**config.mk**
```make
export PLATFORM = sky130hd
export DESIGN_NAME = door_angle_snap_detector
export DESIGN_NICKNAME = d
export VERILOG_FILES = /design/src/rtl/dasd_pkg.sv /design/src/rtl/door_angle_snap_detector.sv /design/src/rtl/dasd_dir.sv /design/src/rtl/dasd_trend.sv
export SDC_FILE = /design/constraint.sdc
export NUM_CORES = 1
export LEC_CHECK = 0
export CAP_MARGIN = 20
export CORE_UTILIZATION = 60
export DETAILED_ROUTE_END_ITERATION = 8
export DONT_BUFFER_PORTS = 1
export PLACE_DENSITY = 0.8
export SYNTH_ARGS = -nofsm -noshare
export SYNTH_HDL_FRONTEND = slang
export SYNTH_HIERARCHICAL = 1
export SYNTH_SLANG_ARGS = --single-unit
```
**constraint.sdc**
```tcl
create_clock -name clk_i -period 13.2 [get_ports clk_i]
set_input_delay 2.64 -clock clk_i [delete_from_list [all_inputs] [get_ports clk_i]]
set_output_delay 2.64 -clock clk_i [all_outputs]
set_load 0.05 [all_outputs]
```
**src/rtl/dasd_pkg.sv**
```systemverilog
// Shared types and constants for the door angle snap detector.
package dasd_pkg;

  // Motion classes reported on the result channel.
  typedef enum logic [1:0] {
    MOTION_CLOSING = 2'd0,
    MOTION_OPENING = 2'd1,
    MOTION_NONE    = 2'd2
  } motion_e;

  // Register indexes (byte address = 4 * index).
  localparam logic [1:0] REG_OPEN  = 2'd0;
  localparam logic [1:0] REG_CLOSE = 2'd1;
  localparam logic [1:0] REG_SNAP  = 2'd2;

  localparam int CfgW       = 9;    // whole-degree register width
  localparam int FullTurn   = 360;  // degrees
  localparam int NoiseDeg   = 20;   // largest accepted distance, degrees
  localparam int RangeLow   = 20;   // narrowest open/close spread
  localparam int RangeHigh  = 120;  // widest open/close spread

  // Turn direction derived from the open and close angles.
  typedef struct packed {
    logic cw;   // door turns clockwise while closing
    logic bad;  // open/close setup is impossible
  } dir_t;

endpackage

```
**src/rtl/door_angle_snap_detector.sv**
```systemverilog
// Top level of the door angle snap detector.
//
// Takes one compass heading request per cycle (1/16 degree units) and returns
// exactly one result per request: noise flag, four-sample average in 1/64
// degree (unwrapped), motion class, armed state, opened event, snap pulse and
// setup check. The open and close angles set the turn direction; headings
// below the working range get a full turn added. The first heading after
// reset fills the four-entry ring. A heading 21 degrees or more from the
// current average is dropped and changes nothing. Opening past the open angle
// arms the block, passing the close angle disarms it, and closing past the
// snap angle while armed raises snap_pulse_o for that result and disarms.
// Timing: a request is held in the input register, is evaluated in one pass
// of compare/add logic and lands in the result register, and one request per
// cycle is sustained while results are taken; the single state update per
// cycle (ring, average, history, armed) sets that rate. Under output stall
// both registers hold: an empty input register still takes a request, and
// once it holds a request behind a waiting result, in_ready_o stays low until
// that result is taken. Angle registers must be written over the APB port
// only while no requests are in flight; the block does not enforce this;
// open at 0x0, close at 0x4, snap at 0x8, whole degrees in bits 8:0.
module door_angle_snap_detector #(
  parameter int ANGLE_FRAC_BITS = 4
) (
  input  logic                       clk_i,
  input  logic                       rst_ni,
  // heading requests
  input  logic                       in_valid_i,
  output logic                       in_ready_o,
  input  logic [ANGLE_FRAC_BITS+8:0] heading_sample_i,
  // results
  output logic                       out_valid_o,
  input  logic                       out_ready_i,
  output logic                       noise_dropped_o,
  output logic [15:0]                average_angle_o,
  output logic [1:0]                 motion_class_o,
  output logic                       armed_flag_o,
  output logic                       opened_event_o,
  output logic                       snap_pulse_o,
  output logic                       setup_invalid_o,
  // configuration
  input  logic                       psel,
  input  logic                       penable,
  input  logic                       pwrite,
  input  logic [3:0]                 paddr,
  input  logic [31:0]                pwdata,
  output logic [31:0]                prdata,
  output logic                       pready
);

  localparam int SampW = ANGLE_FRAC_BITS + 9;   // raw heading
  localparam int UnwW  = SampW + 1;             // unwrapped heading
  localparam int AvgW  = SampW + 3;             // ring sum, 1/64 degree at 4 frac bits
  localparam int CfgW  = dasd_pkg::CfgW;

  // ---------------------------------------------------------------------------
  // Configuration registers
  // ---------------------------------------------------------------------------
  logic [CfgW-1:0] open_q, close_q, snap_q;
  logic            cfg_wr;

  assign pready = 1'b1;
  assign cfg_wr = psel && penable && pwrite;

  always_ff @(posedge clk_i or negedge rst_ni) begin
    if (!rst_ni) begin
      open_q  <= '0;
      close_q <= '0;
      snap_q  <= '0;
    end else if (cfg_wr) begin
      unique case (paddr[3:2])
        dasd_pkg::REG_OPEN:  open_q  <= pwdata[CfgW-1:0];
        dasd_pkg::REG_CLOSE: close_q <= pwdata[CfgW-1:0];
        dasd_pkg::REG_SNAP:  snap_q  <= pwdata[CfgW-1:0];
        default: ;
      endcase
    end
  end

  always_comb begin
    unique case (paddr[3:2])
      dasd_pkg::REG_OPEN:  prdata = 32'(open_q);
      dasd_pkg::REG_CLOSE: prdata = 32'(close_q);
      dasd_pkg::REG_SNAP:  prdata = 32'(snap_q);
      default:             prdata = '0;
    endcase
  end

  dasd_pkg::dir_t dir;

  dasd_dir u_dir (
    .open_angle_i  (open_q),
    .close_angle_i (close_q),
    .dir_o         (dir)
  );

  // ---------------------------------------------------------------------------
  // Pipeline control: input register -> result register
  // ---------------------------------------------------------------------------
  logic             s1_valid_q;
  logic [SampW-1:0] s1_sample_q;
  logic             out_valid_q;
  logic             advance;

  assign advance     = s1_valid_q && (!out_valid_q || out_ready_i);
  assign in_ready_o  = !s1_valid_q || advance;
  assign out_valid_o = out_valid_q;

  always_ff @(posedge clk_i or negedge rst_ni) begin
    if (!rst_ni) begin
      s1_valid_q  <= 1'b0;
      out_valid_q <= 1'b0;
    end else begin
      if (in_ready_o) s1_valid_q <= in_valid_i;
      if (advance) begin
        out_valid_q <= 1'b1;
      end else if (out_ready_i) begin
        out_valid_q <= 1'b0;
      end
    end
  end

  always_ff @(posedge clk_i) begin
    if (in_ready_o && in_valid_i) s1_sample_q <= heading_sample_i;
  end

  // ---------------------------------------------------------------------------
  // Filter state
  // ---------------------------------------------------------------------------
  logic [UnwW-1:0]   ring_q [4];
  logic [1:0]        ptr_q;
  logic              primed_q;
  logic [AvgW-1:0]   avg_q;
  logic [AvgW-1:0]   hist_q [4];
  dasd_pkg::motion_e motion_q;
  logic              armed_q;

  // unwrap below the working range
  logic [UnwW-1:0] lower_fx, samp;
  logic [CfgW-1:0] lower;

  always_comb begin
    lower    = dir.cw ? open_q : close_q;
    lower_fx = UnwW'(lower) << ANGLE_FRAC_BITS;
    samp     = UnwW'(s1_sample_q);
    if (samp < lower_fx) samp = samp + (UnwW'(dasd_pkg::FullTurn) << ANGLE_FRAC_BITS);
  end

  // the first heading acts as a ring already full of itself
  logic [AvgW-1:0] avg_eff, samp4, distance, new_avg;
  logic [UnwW-1:0] ring_old;
  logic [1:0]      ptr_eff;
  logic            drop;

  always_comb begin
    samp4    = AvgW'(samp) << 2;
    avg_eff  = primed_q ? avg_q : samp4;
    ptr_eff  = primed_q ? ptr_q : 2'd0;
    ring_old = primed_q ? ring_q[ptr_q] : samp;
    distance = (avg_eff > samp4) ? (avg_eff - samp4) : (samp4 - avg_eff);
    drop     = distance >= (AvgW'(dasd_pkg::NoiseDeg + 1) << (ANGLE_FRAC_BITS + 2));
    new_avg  = avg_eff - AvgW'(ring_old) + AvgW'(samp);
  end

  logic [AvgW-1:0]   hist_n [4];
  dasd_pkg::motion_e motion_n;

  always_comb begin
    hist_n[0] = new_avg;
    hist_n[1] = hist_q[0];
    hist_n[2] = hist_q[1];
    hist_n[3] = hist_q[2];
  end

  dasd_trend #(
    .AvgW (AvgW)
  ) u_trend (
    .hist_i   (hist_n),
    .cw_i     (dir.cw),
    .motion_o (motion_n)
  );

  // arm / disarm / snap
  logic [AvgW-1:0] op_fx, cl_fx, sn_fx;
  logic            past_open, past_close, past_snap;
  logic            armed_n, opened_n, snap_n;

  always_comb begin
    op_fx      = AvgW'(open_q)  << (ANGLE_FRAC_BITS + 2);
    cl_fx      = AvgW'(close_q) << (ANGLE_FRAC_BITS + 2);
    sn_fx      = AvgW'(snap_q)  << (ANGLE_FRAC_BITS + 2);
    past_open  = dir.cw ? (new_avg < op_fx) : (new_avg > op_fx);
    past_close = dir.cw ? (new_avg > cl_fx) : (new_avg < cl_fx);
    past_snap  = dir.cw ? (new_avg > sn_fx) : (new_avg < sn_fx);
    armed_n    = armed_q;
    opened_n   = 1'b0;
    snap_n     = 1'b0;
    if (past_open && motion_n == dasd_pkg::MOTION_OPENING) begin
      armed_n  = 1'b1;
      opened_n = 1'b1;
    end
    if (past_close) armed_n = 1'b0;
    if (past_snap && motion_n == dasd_pkg::MOTION_CLOSING && armed_n) begin
      armed_n = 1'b0;
      snap_n  = 1'b1;
    end
  end

  logic update;
  assign update = advance && !drop;

  always_ff @(posedge clk_i or negedge rst_ni) begin
    if (!rst_ni) begin
      for (int i = 0; i < 4; i++) begin
        ring_q[i] <= '0;
        hist_q[i] <= '0;
      end
      ptr_q    <= '0;
      primed_q <= 1'b0;
      avg_q    <= '0;
      motion_q <= dasd_pkg::MOTION_CLOSING;
      armed_q  <= 1'b0;
    end else if (update) begin
      for (int i = 0; i < 4; i++) begin
        if (!primed_q || ptr_eff == 2'(i)) ring_q[i] <= samp;
        hist_q[i] <= hist_n[i];
      end
      ptr_q    <= ptr_eff + 2'd1;
      primed_q <= 1'b1;
      avg_q    <= new_avg;
      motion_q <= motion_n;
      armed_q  <= armed_n;
    end
  end

  // ---------------------------------------------------------------------------
  // Result register
  // ---------------------------------------------------------------------------
  logic            res_drop_q, res_armed_q, res_open_q, res_snap_q, res_bad_q;
  logic [AvgW-1:0] res_avg_q;
  logic [1:0]      res_motion_q;

  always_ff @(posedge clk_i) begin
    if (advance) begin
      res_drop_q   <= drop;
      res_avg_q    <= drop ? avg_q : new_avg;
      res_motion_q <= drop ? motion_q : motion_n;
      res_armed_q  <= drop ? armed_q : armed_n;
      res_open_q   <= !drop && opened_n;
      res_snap_q   <= !drop && snap_n;
      res_bad_q    <= dir.bad;
    end
  end

  assign noise_dropped_o = res_drop_q;
  assign average_angle_o = 16'(res_avg_q);
  assign motion_class_o  = res_motion_q;
  assign armed_flag_o    = res_armed_q;
  assign opened_event_o  = res_open_q;
  assign snap_pulse_o    = res_snap_q;
  assign setup_invalid_o = res_bad_q;

endmodule

```
**src/rtl/dasd_dir.sv**
```systemverilog
// Turn direction and setup check from the open and close angles.
module dasd_dir (
  input  logic [dasd_pkg::CfgW-1:0] open_angle_i,
  input  logic [dasd_pkg::CfgW-1:0] close_angle_i,
  output dasd_pkg::dir_t            dir_o
);

  logic signed [11:0] o_s, c_s, d_s, ad_s;

  always_comb begin
    o_s  = 12'(signed'({1'b0, open_angle_i}));
    c_s  = 12'(signed'({1'b0, close_angle_i}));
    d_s  = c_s - o_s;
    ad_s = (d_s < 0) ? -d_s : d_s;
    dir_o.cw  = 1'b0;
    dir_o.bad = 1'b0;
    if (ad_s < 12'(dasd_pkg::RangeLow)) begin
      dir_o.bad = 1'b1;
    end else if (ad_s > 12'(dasd_pkg::RangeHigh)) begin
      // spread wraps through north
      if (c_s > o_s) begin
        dir_o.bad = (o_s + 12'(dasd_pkg::FullTurn) - c_s) > 12'(dasd_pkg::RangeHigh);
      end else if ((c_s + 12'(dasd_pkg::FullTurn) - o_s) > 12'(dasd_pkg::RangeHigh)) begin
        dir_o.bad = 1'b1;
      end else begin
        dir_o.cw = 1'b1;
      end
    end else begin
      dir_o.cw = c_s > o_s;
    end
  end

endmodule

```
**src/rtl/dasd_trend.sv**
```systemverilog
// Motion class from four successive averages.
module dasd_trend #(
  parameter int AvgW = 16
) (
  input  logic [AvgW-1:0]  hist_i [4],  // newest first
  input  logic             cw_i,
  output dasd_pkg::motion_e motion_o
);

  logic rising, falling;

  always_comb begin
    rising  = (hist_i[0] > hist_i[1]) && (hist_i[1] > hist_i[2]) && (hist_i[2] > hist_i[3]);
    falling = (hist_i[0] < hist_i[1]) && (hist_i[1] < hist_i[2]) && (hist_i[2] < hist_i[3]);
    if (rising) begin
      motion_o = cw_i ? dasd_pkg::MOTION_CLOSING : dasd_pkg::MOTION_OPENING;
    end else if (falling) begin
      motion_o = cw_i ? dasd_pkg::MOTION_OPENING : dasd_pkg::MOTION_CLOSING;
    end else begin
      motion_o = dasd_pkg::MOTION_NONE;
    end
  end

endmodule
```
==> run_results.csv <==
group,metric,value,unit
outcome,status,"complete, no violations",
timing,final_hold_viol_count,0,
synth,ys_seq_area_share,31.54,%
final_layout,fill_cells,1814,
final_layout,multi_input_area,8939,um^2
synth,synth_top_cell_by_area,"dfrtp_1",
floorplan,die_w,157.2,um
detailed_routing,drc,0,
synth,synth.distinct_cells,98,
timing,grt_setup_unrepaired,"no",
floorplan,die_area,24720,um^2
clock_network,clk_latency,0.45,ns
min_path,hold-path-endpoint,"ring_q[32]",
floorplan,ios,114,
clock_network,cts_tree,"done",
critical_path,critPathMaxStageDelay,0.95,ns
min_path,min_path_cells,1,
synth,ys.flop_type,"dfrtp_1",
synth,synth_edf_count,36,
global_route,overflow,0,
critical_path,critical_path.slowest_cell,"mux2i_2",
synth,synth.ff_latch_count,175,
place,hpwlAfterDp,24170,um
timing,whs,0.4857,ns
detailed_routing,wire_per_inst,18.51,um
timing,skew,0.01225,ns
global_route,antenna_found_initial,0,
synth,ys_async_sr_fraction,79.43,%
critical_path,cp.arrival,12.14,ns
synth,syn_inst,1465,
timing,fin_setup_tns,0,ns
clock_network,cts_hold_buf,0,
synth,synth_area_leaders,"dfrtp_1, ha_1, edfxtp_1, mux2_2, inv_1",
detailed_routing,num_vias,10812,
detailed_routing,firstDrtPassIters,6,
timing,tightest_slew,1.080,ns
critical_path,startpoint_type,"register",
synth,ys_warn_count,6,
global_route,grt.total_usage,27.63,%
clock_network,post_cts_resized,0,
final_layout,diodes,0,
timing,finalSetupViolCount,0,
final_layout,regArea,4561,um^2
floorplan,start_util,61.41,%
timing,slew-limit-headroom,26.59,%
critical_path,worstSetupPathType,"reg -> reg",
timing,max_freq,0.08365,GHz
critical_path,path_delay_family,"compound AO/OA/AOI/OAI gates",
detailed_routing,vias_per_cell,6.074,
clock_network,cts-root-buf,"clkbuf_16",
synth,avgSynthCellArea,9.868,um^2
place,gp_congestion,0.9387,
critical_path,critPathMaxFanout,16,
synth,yosys.area.top_type_share,24.06,%
floorplan,core,23540,um^2
global_route,grt_pass1_vias,10473,
final_layout,area_growth,5.410,%
final_layout,layout.nets,1690,
critical_path,path_buf_inv,5,
min_path,min-delay-start,"ring_q[32]",
detailed_routing,routed_wl,32960,um
critical_path,critPathRequiredTime,13.38,ns
clock_network,clkSinkCount,175,
min_path,hold_class,"reg -> reg",
flow_run,drv_cap,0,
floorplan,fp-row-count,56,
critical_path,r2r_end,"armed_flag_o",
floorplan,die_h,157.2,um
place,dpl-instance-area,14620,um^2
detailed_routing,drtAntennaViolNets,0,
final_layout,layout-drive-gt1-share,13.00,%
place,portBuffers,0,
critical_path,cp-end-kind,"register",
clock_network,postCtsSetupRepairBufs,0,
final_layout,fin_area,15240,um^2
global_route,grt_max_degree,140,
clock_network,clk_pin_slew,0.08,ns
synth,synth_area,14460,um^2
detailed_routing,drt_iter0_markers,824,
critical_path,r2r_slack,1.25,ns
timing,timing_max_transition_violations_final,0,
timing,period_needed,11.95,ns
clock_network,cts_buffer_depth,2,
global_route,grt_pass1_wl,52850,um
clock_network,cts_made_buffers,17,
clock_network,htreeDepth,4,
critical_path,timing.rr.start,"close_q[0]",
timing,period_share,90.56,%
critical_path,rr_worst_depth,38,
[per-stage QoR]
step,util (%),worst slack [ns],instances
5_1_grt,64.73,0.5437,1780
2_1_floorplan,-,3.253,1487
3_5_place_dp,62.10,1.459,1748
6_report,64.73,1.246,1780
3_3_place_gp,62.10,1.668,1748
4_1_cts,64.73,1.398,1780
[layout make-up]
| cell class | count | area share (%) |
|---|---|---|
| clock buffers | 17 | 2.792 |
| inverters | 174 | 4.286 |
| multi-input cells | 1071 | 58.66 |
| clock inverters | 15 | 1.273 |
| repair buffers | 9 | 0.4434 |
| flip-flops and latches | 175 | 29.93 |
| well taps | 319 | 2.619 |
[worst reg2reg max path, delay by kind of cell, from the launching register on]
| kind | cells | cell delay [ns] |
|---|---|---|
| AND/OR/NAND/NOR | 10 | 2.50 |
| buffers and inverters | 5 | 0.56 |
| adder cells (fa/ha/maj) | 7 | 2.44 |
| multiplexers | 3 | 1.53 |
| flip-flops | 1 | 0.54 |
| AO/OA/AOI/OAI | 11 | 2.79 |
| XOR/XNOR | 2 | 1.31 |
[worst max path at each step]
stage,startpoint,endpoint,cells after the start
4_1_cts,close_q[0],armed_flag_o,38
3_5_place_dp,close_q[0],armed_flag_o,38
6_report,close_q[0],armed_flag_o,38
5_1_grt,close_q[0],armed_flag_o,39
3_3_place_gp,close_q[0],armed_flag_o,38
2_1_floorplan,open_q[1],armed_flag_o,38
[Yosys cell counts (6+ instances only)]
library cell,n
dfrtp_1,139
a21oi_1,72
o21a_1,9
ha_1,166
nand4_1,18
nor2b_1,21
or2_2,8
fa_1,20
nand2b_1,24
xor2_1,17
mux2i_1,31
mux2_2,95
edfxtp_1,36
mux2_1,40
a211oi_1,12
o21ai_0,76
mux4_2,14
or3_1,7
o211ai_1,6
nor3_1,17
buf_4,24
nor2_1,58
nand3_1,21
a21o_1,23
clkbuf_1,23
inv_1,174
and2_1,20
xnor2_1,24
buf_2,10
o22ai_1,6
nand2_1,113
[metal layers]
layer	track usage, %	share of wire, %	vias up
li1	-	-	5118
met1	36.58	43	5269
met2	46.35	48	360
met3	3.992	6.1	65
met4	9.200	2.2	0
met5	0	0	-
[sequential cells by signal (all words and copies together) (netlist names), 9 cells and up]
name	count
average_angle_o	16
close_q	9
hist_n	48
open_q	9
ring_q	56
s1_sample_q	13
snap_q	9
[cell families (layout without fill, tap and decap cells)]
kind of cell | after synthesis | in the layout | share of synthesized area [%]
AO/OA/AOI/OAI | 289 | 289 | 13.80
XOR/XNOR | 41 | 41 | 2.484
adder cells (fa/ha/maj) | 187 | 187 | 17.21
buffers and inverters | 241 | 215 | 7.227
flip-flops | 175 | 175 | 31.54
multiplexers | 180 | 180 | 14.84
other | 2 | 24 | 0.05195
AND/OR/NAND/NOR | 350 | 350 | 12.84
[cells in the final DEF, fill, tap and decap left out, types with 5 or more instances in the layout]
cell       instances
inv_8              5
or2_2              8
and4_1             5
and2_1            20
mux2i_1           30
o22ai_1            6
nor2_1            58
a21oi_1           72
clkbuf_16         17
fa_1              20
ha_1             166
inv_1            174
xnor2_1           24
a211o_1            5
conb_1            24
edfxtp_1          36
nand2_1          113
o211ai_1           6
a211oi_1          12
dfrtp_1          138
or3_1              7
o21ai_0           67
mux2_1            40
xor2_1            17
buf_4              9
nand4_1           18
nand3_1           21
nor3_1            17
mux2_2            95
mux4_2            14
nand2b_1          24
nand3b_1           5
o21a_1             9
o21ai_1           14
a21o_1            23
a221oi_1           5
nor2b_1           21
Power is not shown: default switching activity piles up to over one toggle a cycle in this logic, so the estimate is an artifact.
